## config.mk

```make
export PLATFORM = sky130hd
export DESIGN_NAME = humidity_temp_frame_decoder_unit
export DESIGN_NICKNAME = d
export VERILOG_FILES = /design/src/hw/rtl/htfd_pkg.sv /design/src/hw/rtl/htfd_frame_tracker.sv /design/src/hw/rtl/htfd_scaler.sv /design/src/hw/rtl/humidity_temp_frame_decoder_unit.sv
export SDC_FILE = /design/constraint.sdc
export NUM_CORES = 1
export LEC_CHECK = 0
export BUFFER_PORTS_ARGS = -buffer_cell sky130_fd_sc_hd__buf_2
export CAP_MARGIN = 20
export CORE_MARGIN = 3
export CORE_UTILIZATION = 30
export DETAILED_ROUTE_END_ITERATION = 7
export GPL_TIMING_DRIVEN = 0
export PLACE_DENSITY_LB_ADDON = 0.15
export SETUP_SLACK_MARGIN = 0.4
export SYNTH_ARGS = -nofsm -noshare
export SYNTH_HDL_FRONTEND = slang
export SYNTH_SLANG_ARGS = --single-unit
export TNS_END_PERCENT = 100
```

## constraint.sdc

```tcl
create_clock -name clk -period 4.2 [get_ports clk]
set_input_delay 0.21 -clock clk [delete_from_list [all_inputs] [get_ports clk]]
set_output_delay 0.21 -clock clk [all_outputs]
set_load 0.005 [all_outputs]
```

## src/hw/rtl/htfd_pkg.sv

```systemverilog
// Shared types, constants and the CRC-8 byte step for the frame decoder.
package htfd_pkg;

    localparam logic [7:0]  CRC_POLY    = 8'h31;
    localparam logic [7:0]  CRC_INIT    = 8'hFF;
    localparam logic [2:0]  POS_FIRST   = 3'd0;
    localparam logic [2:0]  POS_LAST    = 3'd6;
    localparam logic [20:0] TEMP_OFFSET = 21'd204800;

    typedef enum logic [1:0] {
        STATUS_OK      = 2'd0,
        STATUS_BUSY    = 2'd1,
        STATUS_CRC_ERR = 2'd2
    } status_t;

    typedef struct packed {
        logic        hit;
        logic        busy;
        logic        crc_bad;
        logic [19:0] hum_raw;
        logic [19:0] temp_raw;
    } frame_t;

    function automatic logic [7:0] crc_step(input logic [7:0] crc, input logic [7:0] b);
        logic [7:0] c;
        c = crc ^ b;
        for (int k = 0; k < 8; k++)
        begin
            if (c[7])
            begin
                c = {c[6:0], 1'b0} ^ CRC_POLY;
            end
            else
            begin
                c = {c[6:0], 1'b0};
            end
        end
        return c;
    endfunction

endpackage

```

## src/hw/rtl/htfd_frame_tracker.sv

```systemverilog
// Frame position, running CRC, busy flag and raw reading assembly.
module htfd_frame_tracker (
    input  logic                clk,
    input  logic                rst_n,
    input  logic                enable,
    input  logic [7:0]          data_byte,
    input  logic                frame_start,
    output htfd_pkg::frame_t    frame
);
    import htfd_pkg::*;

    logic [2:0]  pos_reg, pos_next, pos_eff;
    logic [7:0]  crc_reg, crc_next, crc_eff;
    logic        busy_reg, busy_next;
    logic [19:0] hum_reg, hum_next;
    logic [19:0] temp_reg, temp_next;
    logic        restart;

    always_comb
    begin
        restart   = frame_start || (pos_reg > POS_LAST);
        pos_eff   = restart ? POS_FIRST : pos_reg;
        crc_eff   = restart ? CRC_INIT : crc_reg;
        pos_next  = pos_reg;
        crc_next  = crc_reg;
        busy_next = busy_reg;
        hum_next  = hum_reg;
        temp_next = temp_reg;

        frame.hit      = enable && (pos_eff == POS_LAST);
        frame.busy     = busy_reg;
        frame.crc_bad  = crc_eff != data_byte;
        frame.hum_raw  = hum_reg;
        frame.temp_raw = temp_reg;

        if (enable)
        begin
            if (pos_eff == POS_LAST)
            begin
                pos_next = POS_FIRST;
                crc_next = CRC_INIT;
            end
            else
            begin
                unique case (pos_eff)
                    3'd0: busy_next = data_byte[7];
                    3'd1: hum_next  = {data_byte, 12'd0};
                    3'd2: hum_next  = hum_reg | {8'd0, data_byte, 4'd0};
                    3'd3:
                    begin
                        hum_next  = hum_reg | {16'd0, data_byte[7:4]};
                        temp_next = {data_byte[3:0], 16'd0};
                    end
                    3'd4: temp_next = temp_reg | {4'd0, data_byte, 8'd0};
                    default: temp_next = temp_reg | {12'd0, data_byte};
                endcase
                crc_next = crc_step(crc_eff, data_byte);
                pos_next = pos_eff + 3'd1;
            end
        end
    end

    always_ff @(posedge clk or negedge rst_n)
    begin
        if (!rst_n)
        begin
            pos_reg  <= POS_FIRST;
            crc_reg  <= CRC_INIT;
            busy_reg <= 1'b0;
            hum_reg  <= 20'd0;
            temp_reg <= 20'd0;
        end
        else
        begin
            pos_reg  <= pos_next;
            crc_reg  <= crc_next;
            busy_reg <= busy_next;
            hum_reg  <= hum_next;
            temp_reg <= temp_next;
        end
    end

endmodule

```

## src/hw/rtl/htfd_scaler.sv

```systemverilog
// Status decision and fixed-point scaling of the raw readings.
module htfd_scaler (
    input  htfd_pkg::frame_t    frame,
    output htfd_pkg::status_t   status,
    output logic [18:0]         humidity_q12,
    output logic signed [20:0]  temperature_q12
);
    import htfd_pkg::*;

    logic [26:0] hum_prod;
    logic [27:0] temp_prod;
    logic [20:0] temp_diff;

    always_comb
    begin
        hum_prod  = {7'd0, frame.hum_raw} * 27'd100;
        temp_prod = {8'd0, frame.temp_raw} * 28'd200;
        temp_diff = {1'b0, temp_prod[27:8]} - TEMP_OFFSET;

        priority if (frame.busy)
        begin
            status = STATUS_BUSY;
        end
        else if (frame.crc_bad)
        begin
            status = STATUS_CRC_ERR;
        end
        else
        begin
            status = STATUS_OK;
        end

        if (status == STATUS_OK)
        begin
            humidity_q12    = hum_prod[26:8];
            temperature_q12 = signed'(temp_diff);
        end
        else
        begin
            humidity_q12    = 19'd0;
            temperature_q12 = 21'sd0;
        end
    end

endmodule

```

## src/hw/rtl/humidity_temp_frame_decoder_unit.sv

```systemverilog
// Top level of the humidity and temperature frame decoder.
//
// Input channel: in_valid, in_stall, data_byte, frame_start. One word is one
// byte of the seven-byte sensor frame; frame_start marks the status byte.
// Output channel: out_valid, out_stall, status, humidity_q12, temperature_q12.
// One result word leaves per frame, after the checksum byte.
//
// Throughput: one byte per cycle while in_stall is low. Each byte is held in
// the input register, then the CRC byte step, field assembly and constant
// multiplies run combinationally into the result register, so a result is
// offered once its checksum byte has passed the input and result registers.
//
// Reset clears both pipeline valids, returns the frame position to the first
// byte and the CRC to 0xFF. While the receiver stalls a waiting result, the
// block still takes one byte into its input register and then stalls the
// sender until the result register frees.
module humidity_temp_frame_decoder_unit (
    input  logic                clk,
    input  logic                rst_n,
    input  logic                in_valid,
    output logic                in_stall,
    input  logic [7:0]          data_byte,
    input  logic                frame_start,
    output logic                out_valid,
    input  logic                out_stall,
    output htfd_pkg::status_t   status,
    output logic [18:0]         humidity_q12,
    output logic signed [20:0]  temperature_q12
);
    import htfd_pkg::*;

    logic               a_valid_reg;
    logic [7:0]         a_byte_reg;
    logic               a_start_reg;
    logic               out_valid_reg;
    status_t            status_reg;
    logic [18:0]        hum_reg;
    logic signed [20:0] temp_reg;

    logic               out_free;
    logic               advance;
    frame_t             frame;
    status_t            status_c;
    logic [18:0]        hum_c;
    logic signed [20:0] temp_c;

    assign out_free = !out_valid_reg || !out_stall;
    assign in_stall = a_valid_reg && !out_free;
    assign advance  = a_valid_reg && out_free;

    htfd_frame_tracker u_tracker (
        .clk         (clk),
        .rst_n       (rst_n),
        .enable      (advance),
        .data_byte   (a_byte_reg),
        .frame_start (a_start_reg),
        .frame       (frame)
    );

    htfd_scaler u_scaler (
        .frame           (frame),
        .status          (status_c),
        .humidity_q12    (hum_c),
        .temperature_q12 (temp_c)
    );

    always_ff @(posedge clk or negedge rst_n)
    begin
        if (!rst_n)
        begin
            a_valid_reg   <= 1'b0;
            out_valid_reg <= 1'b0;
        end
        else
        begin
            if (!in_stall)
            begin
                a_valid_reg <= in_valid;
            end
            if (out_free)
            begin
                out_valid_reg <= frame.hit;
            end
        end
    end

    always_ff @(posedge clk)
    begin
        if (!in_stall)
        begin
            a_byte_reg  <= data_byte;
            a_start_reg <= frame_start;
        end
        if (frame.hit)
        begin
            status_reg <= status_c;
            hum_reg    <= hum_c;
            temp_reg   <= temp_c;
        end
    end

    assign out_valid       = out_valid_reg;
    assign status          = status_reg;
    assign humidity_q12    = hum_reg;
    assign temperature_q12 = temp_reg;

endmodule
```

* Yosys cells after proc, flatten, opt, wreduce, memory -nomap -nowiden
Index checks and enable logic that the tools add are counted.
** Storage, ports and cells
- Bits in registers :: 105
- Input port bits :: 13
- Output and inout port bits :: 44
- Word-level logic and storage cells :: 83
** Cells by class
- $add $sub $neg :: 2
- Multiply operators :: 2
- Order comparisons :: 1
- Equal/unequal tests :: 6
- Muxes and demuxes :: 30
- Bitwise operators :: 15
- Reductions and logical operators :: 15
** Operator list (number)
- $mux 8 :: 16
- $pmux 20 s3 :: 2
- $mul 20x5->25 const B :: 2
- $mux 6 :: 8
- $not 3->3 :: 8
- $sub 20x18->21 const B :: 1
- $or 20x12->20 :: 1
- $or 20x16->20 :: 1
- $or 20x4->20 :: 1
- $or 20x8->20 :: 1
- $reduce_and 3->1 :: 3
- $ne 8x8->1 :: 1
- $xor 8x8->8 :: 1
- $eq 3x2->1 const B :: 2
- $eq 3x3->1 const B :: 2
- $mux 3 :: 2
- $mux 2 :: 2
- $add 3x1->3 const B :: 1
- $eq 3x1->1 const B :: 1
- $gt 3x3->1 const B :: 1
- $logic_and 1x1->1 :: 3
- $logic_not 1->1 :: 3
- $logic_not 3->1 :: 1
- $reduce_bool 3->1 :: 1
- other kinds (4) :: 6

* Depth between registers and ports, before layout
- Depth in word-level cells :: 35
- Mapped depth :: 17
- Gate-level depth less buffers :: 16

* Cells and area by module
From an unflattened synthesis, not the netlist that was laid out.
** Unflattened totals
- Cell total of the unflattened synthesis :: 871
- Area total of the unflattened synthesis :: 8703.3 µm²
** Modules (own cells, without submodules)
- htfd_scaler :: instances 1, cells each 583, area each 4534.3 µm², seq. area each 0.0 µm²
- htfd_frame_tracker :: instances 1, cells each 230, area each 2551.2 µm², seq. area each 1311.3 µm²
- humidity_temp_frame_decoder_unit :: instances 1, cells each 58, area each 1617.8 µm², seq. area each 1581.5 µm²

* Worst setup path before layout
Ideal clock, no wire load.
- Kind :: register to register
- Start :: reg u_tracker.hum_reg[2]
- End :: reg hum_reg[16] (netlist: humidity_q12[16]) (data pin)
- Library setup time :: 269 ps
- Arrival time :: 3547 ps
- Path slack :: 384 ps
- Stages on the path, launching flop included :: 15
- Path through :: dfrtp_1 -> ha_1 -> ha_1 -> inv_1 -> fa_1 -> inv_1 -> ha_1 -> o21a_1 -> o22a_1 -> a221o_1 -> a311o_1 -> a21oi_2 -> nor2_1 -> a2111oi_2 -> a211oi_1
** On the way
- Longest elaborated chain between the ends :: 1
** Ends and longest elaborated chain
- from (decl) :: RTL line htfd_frame_tracker.sv:15 : logic [19:0] hum_reg, hum_next;
- from (signal assigned) :: RTL line htfd_frame_tracker.sv:78 : hum_reg <= hum_next;
- $mul 20x5->25 :: RTL line htfd_scaler.sv:16 : hum_prod = {7'd0, frame.hum_raw} * 27'd100;
- to (signal assigned) :: RTL line humidity_temp_frame_decoder_unit.sv:97 : hum_reg <= hum_c;
- to (decl) :: RTL line humidity_temp_frame_decoder_unit.sv:37 : logic [18:0] hum_reg;
Every way passes these cells.
A chain may end at the register's enable or synchronous reset.

* Final worst setup path
- Start :: reg u_tracker.temp_reg[4]
- End :: reg temp_reg[18] (netlist: temperature_q12[18]) (data pin)
** On the way
- Longest elaborated chain between the ends :: 2
** Ends and longest elaborated chain
- from (decl) :: RTL line htfd_frame_tracker.sv:16 : logic [19:0] temp_reg, temp_next;
- from (signal assigned) :: RTL line htfd_frame_tracker.sv:79 : temp_reg <= temp_next;
- $mul 20x5->25 :: RTL line htfd_scaler.sv:17 : temp_prod = {8'd0, frame.temp_raw} * 28'd200;
- $sub 20x18->21 :: RTL line htfd_scaler.sv:18 : temp_diff = {1'b0, temp_prod[27:8]} - TEMP_OFFSET;
- to (signal assigned) :: RTL line humidity_temp_frame_decoder_unit.sv:98 : temp_reg <= temp_c;
- to (decl) :: RTL line humidity_temp_frame_decoder_unit.sv:38 : logic signed [20:0] temp_reg;
Every way passes these cells.

==> out/metrics.csv <==
stage,metric,value,unit
clocking,# H-tree levels,3,
cells_and_area,Non-Filler Instances,1319,
grt,gr ovfl total,0,
clocking,worst-skew pair later-pin latency,0.36,ns
run,maxcap violations,0,
sta,Setup Skew,0.0136,ns
cells_and_area,max reg flops,21,
floorplan,Core ar.,27000,µm²
sta,Slew Limit Headroom,38.7,%
floorplan,Die Width,172,µm
clocking,CTS tree,built,
detailed_routing,via count,6141,
hold_path,HP Class,primary input to flip-flop,
grt,vias in the first global route,6013,
detailed_routing,drt first pass iters,4,
placed_design,Final Wtd Congestion,0.843,
detailed_routing,WL/cell,14.4,µm
placed_design,hpwl dp,14000,µm
yosys,Syn Std Cell Area,8240,µm²
sta,Period minus WS final,3.73,ns
cells_and_area,"most common cell after layout, fill and taps aside",inv_1,
floorplan,Ports,57,
cells_and_area,nets,1142,
sta,Final setup viols,0,
yosys,Yosys reg bits,105,
detailed_routing,drc violations,0,
yosys,xor/xnor share of the synthesized area,6.38,%
yosys,Post-synth EDFFs,51,
clocking,clock-pin slew on the worst setup and hold paths,0.08,ns
yosys,mux cell area share after synthesis,0.516,%
detailed_routing,Vias/cell,4.66,
yosys,post-synthesis cell count,861,
yosys,main flop type after synthesis,edfxtp_1,
floorplan,Initial Util,30.6,%
cells_and_area,share of cells above drive strength 1,24.0,%
yosys,Yosys cell types,57,
yosys,Mapped Nets,1030,
placed_design,IO buf count,56,
cells_and_area,layout filler cell count,2714,
cells_and_area,most frequent cells in the layout,"132 x inv_1, 96 x nor2_1, 94 x ha_1",
cells_and_area,sequential cell area,2910,µm²
detailed_routing,Routed WL,19000,µm
clocking,CTS buffer count,9,
detailed_routing,Final ANT Viol Nets,0,
placed_design,placed cells,1260,
yosys,Synth Area in Adders,26.3,%
grt,first-pass GRT wire length,30700,µm
critical_path,Crit Path Category,flip-flop to flip-flop,
grt,initial antenna violation count,0,
grt,pin count of the biggest net entering global routing,39,
clocking,Clock Sink Count,105,
detailed_routing,Iter 0 DRT Violations,268,
yosys,Synth Area in Compound Gates,12.8,%
yosys,post-synthesis sequential area ratio,35.1,%
yosys,"FFs w/ async S/R, synth",51.4,%
sta,fin crit share,88.8,%
yosys,Post-Syn Area per Cell,9.57,µm²
cells_and_area,Synth-to-Final Area Change,24.4,%
floorplan,Die Ht,172,µm
outcome,status,"complete, no violations",
critical_path,Worst EP required,4.30,ns
critical_path,CP Data Arrival Time,3.83,ns
cells_and_area,area of the multi-input gates,5360,µm²
critical_path,CP Capture Type,flip-flop,
critical_path,crit-path max FO,4,
yosys,Post-Synth Simple-Gate Area,11.4,%
critical_path,Critical Path Start Type,flip-flop,
yosys,Synthesis Warnings,0,
sta,"Hold Violations, Final",0,
sta,unrepaired setup endpoints after global routing,true,
clocking,clock buffer depth,2,
clocking,clock root buffer,clkbuf_16,
sta,Worst Tran Pin Value,0.913,ns
floorplan,row cnt,60,
floorplan,Die ar.,29500,µm²
sta,max frequency,268,MHz
cells_and_area,final core utilization,38.0,%
yosys,largest family of logic cells by synthesized area,adder cells,
cells_and_area,diode count,0,
grt,Tot GR Track Use,12.9,%
sta,"Slew Viols, Final",0,
critical path: stages (launching register included):
cell	delay [ns]
dfrtp_2	0.47
ha_4	0.26
ha_4	0.26
inv_2	0.03
fa_1	0.49
inv_2	0.05
ha_4	0.27
o211ai_1	0.12
o211ai_1	0.31
a41o_1	0.27
a21oi_2	0.09
xnor2_2	0.15
buf_4	0.15
a311oi_4	0.31
nor3_2	0.12
mux2i_1	0.14
per-layer routing:
layer | share of wire (%) | track usage, % | vias to the layer above
li1 | - | - | 3144
met1 | 50 | 18.1 | 2918
met2 | 46 | 20.9 | 57
met3 | 2.3 | 1.47 | 22
met4 | 1.9 | 4.20 | 0
met5 | 0 | 0 | -
path summary, 6_finish.rpt:
path	startpoint	endpoint	slack, ns	depth (start not counted)
setup / recovery	u_tracker.temp_reg[4]$_DFFE_PN0P_	temperature_q12[18]$_SDFFCE_PP0P_	0.47	15
hold / removal	data_byte[2]	a_byte_reg[2]$_DFFE_PN_	0.02	1
setup reg to reg	u_tracker.temp_reg[4]$_DFFE_PN0P_	temperature_q12[18]$_SDFFCE_PP0P_	0.47	15
hold reg to reg	u_tracker.crc_reg[1]$_DFFE_PN1P_	u_tracker.crc_reg[1]$_DFFE_PN1P_	0.51	2
max in group asynchronous	rst_n	u_tracker.crc_reg[5]$_DFFE_PN1P_	3.27	3
min in group asynchronous	rst_n	u_tracker.temp_reg[1]$_DFFE_PN0P_	0.31	2
cell type report:
| type | instances | area share (%) |
|---|---|---|
| sequential | 105 | 28.4 |
| tap | 341 | 4.16 |
| clock inverter | 6 | 0.501 |
| timing repair buffer | 101 | 6.30 |
| buffer | 23 | 0.989 |
| multi-input combinational | 594 | 52.3 |
| inverter | 139 | 5.09 |
| clock buffer | 10 | 2.23 |
synth_stat cells (all sizes together) (7+ instances only):
library cell | n | area, µm²
inv | 139 | 522
ha | 127 | 1590
nor2 | 97 | 364
a21oi | 70 | 354
edfxtp | 51 | 1530
dfrtp | 46 | 1150
nand2 | 38 | 143
xnor2 | 36 | 315
fa | 29 | 581
o21ai | 27 | 135
xor2 | 24 | 210
a21o | 18 | 135
clkbuf | 15 | 56.3
nor3 | 15 | 75.1
nand3 | 11 | 55.1
buf | 8 | 37.5
dfstp | 8 | 210
a211oi | 7 | 52.6
and3 | 7 | 43.8
o21a | 7 | 52.6
through the flow:
stage	worst slack, ns	instance area, µm²	setup TNS (ns)	hold slack [ns]
finish	0.469	10200	0	0.0200
floorplan	0.403	8240	0	-0.0856
global placement	-0.344	8940	-14.21	0.389
detailed placement	-0.0377	8990	-0.0552	0.169
global route	0.294	10200	0	0.0122
CTS	0.376	9640	0	0.00596
timing repair:
action | 4_1_cts | 5_1_grt
endpoints found under the hold margin | 10 | 0
endpoints found under the setup margin | 10 | 32
setup buffers | 19 | 23
gates cloned | 0 | 0
pin swaps | 24 | 53
hold buffers | 1 | 0
resized for setup | 40 | 81
cells by family (layout without fill, tap and decap cells):
logic type,after synthesis,in the layout
flops,105,105
xor+xnor,60,60
simple gates,205,205
compound gates,169,169
fa+ha+maj,156,156
buf+inv,162,279
mux,4,4
Power is left out: the tool's default activity adds up to more than one toggle a clock period on the data nets, which glitch-free logic cannot reach.
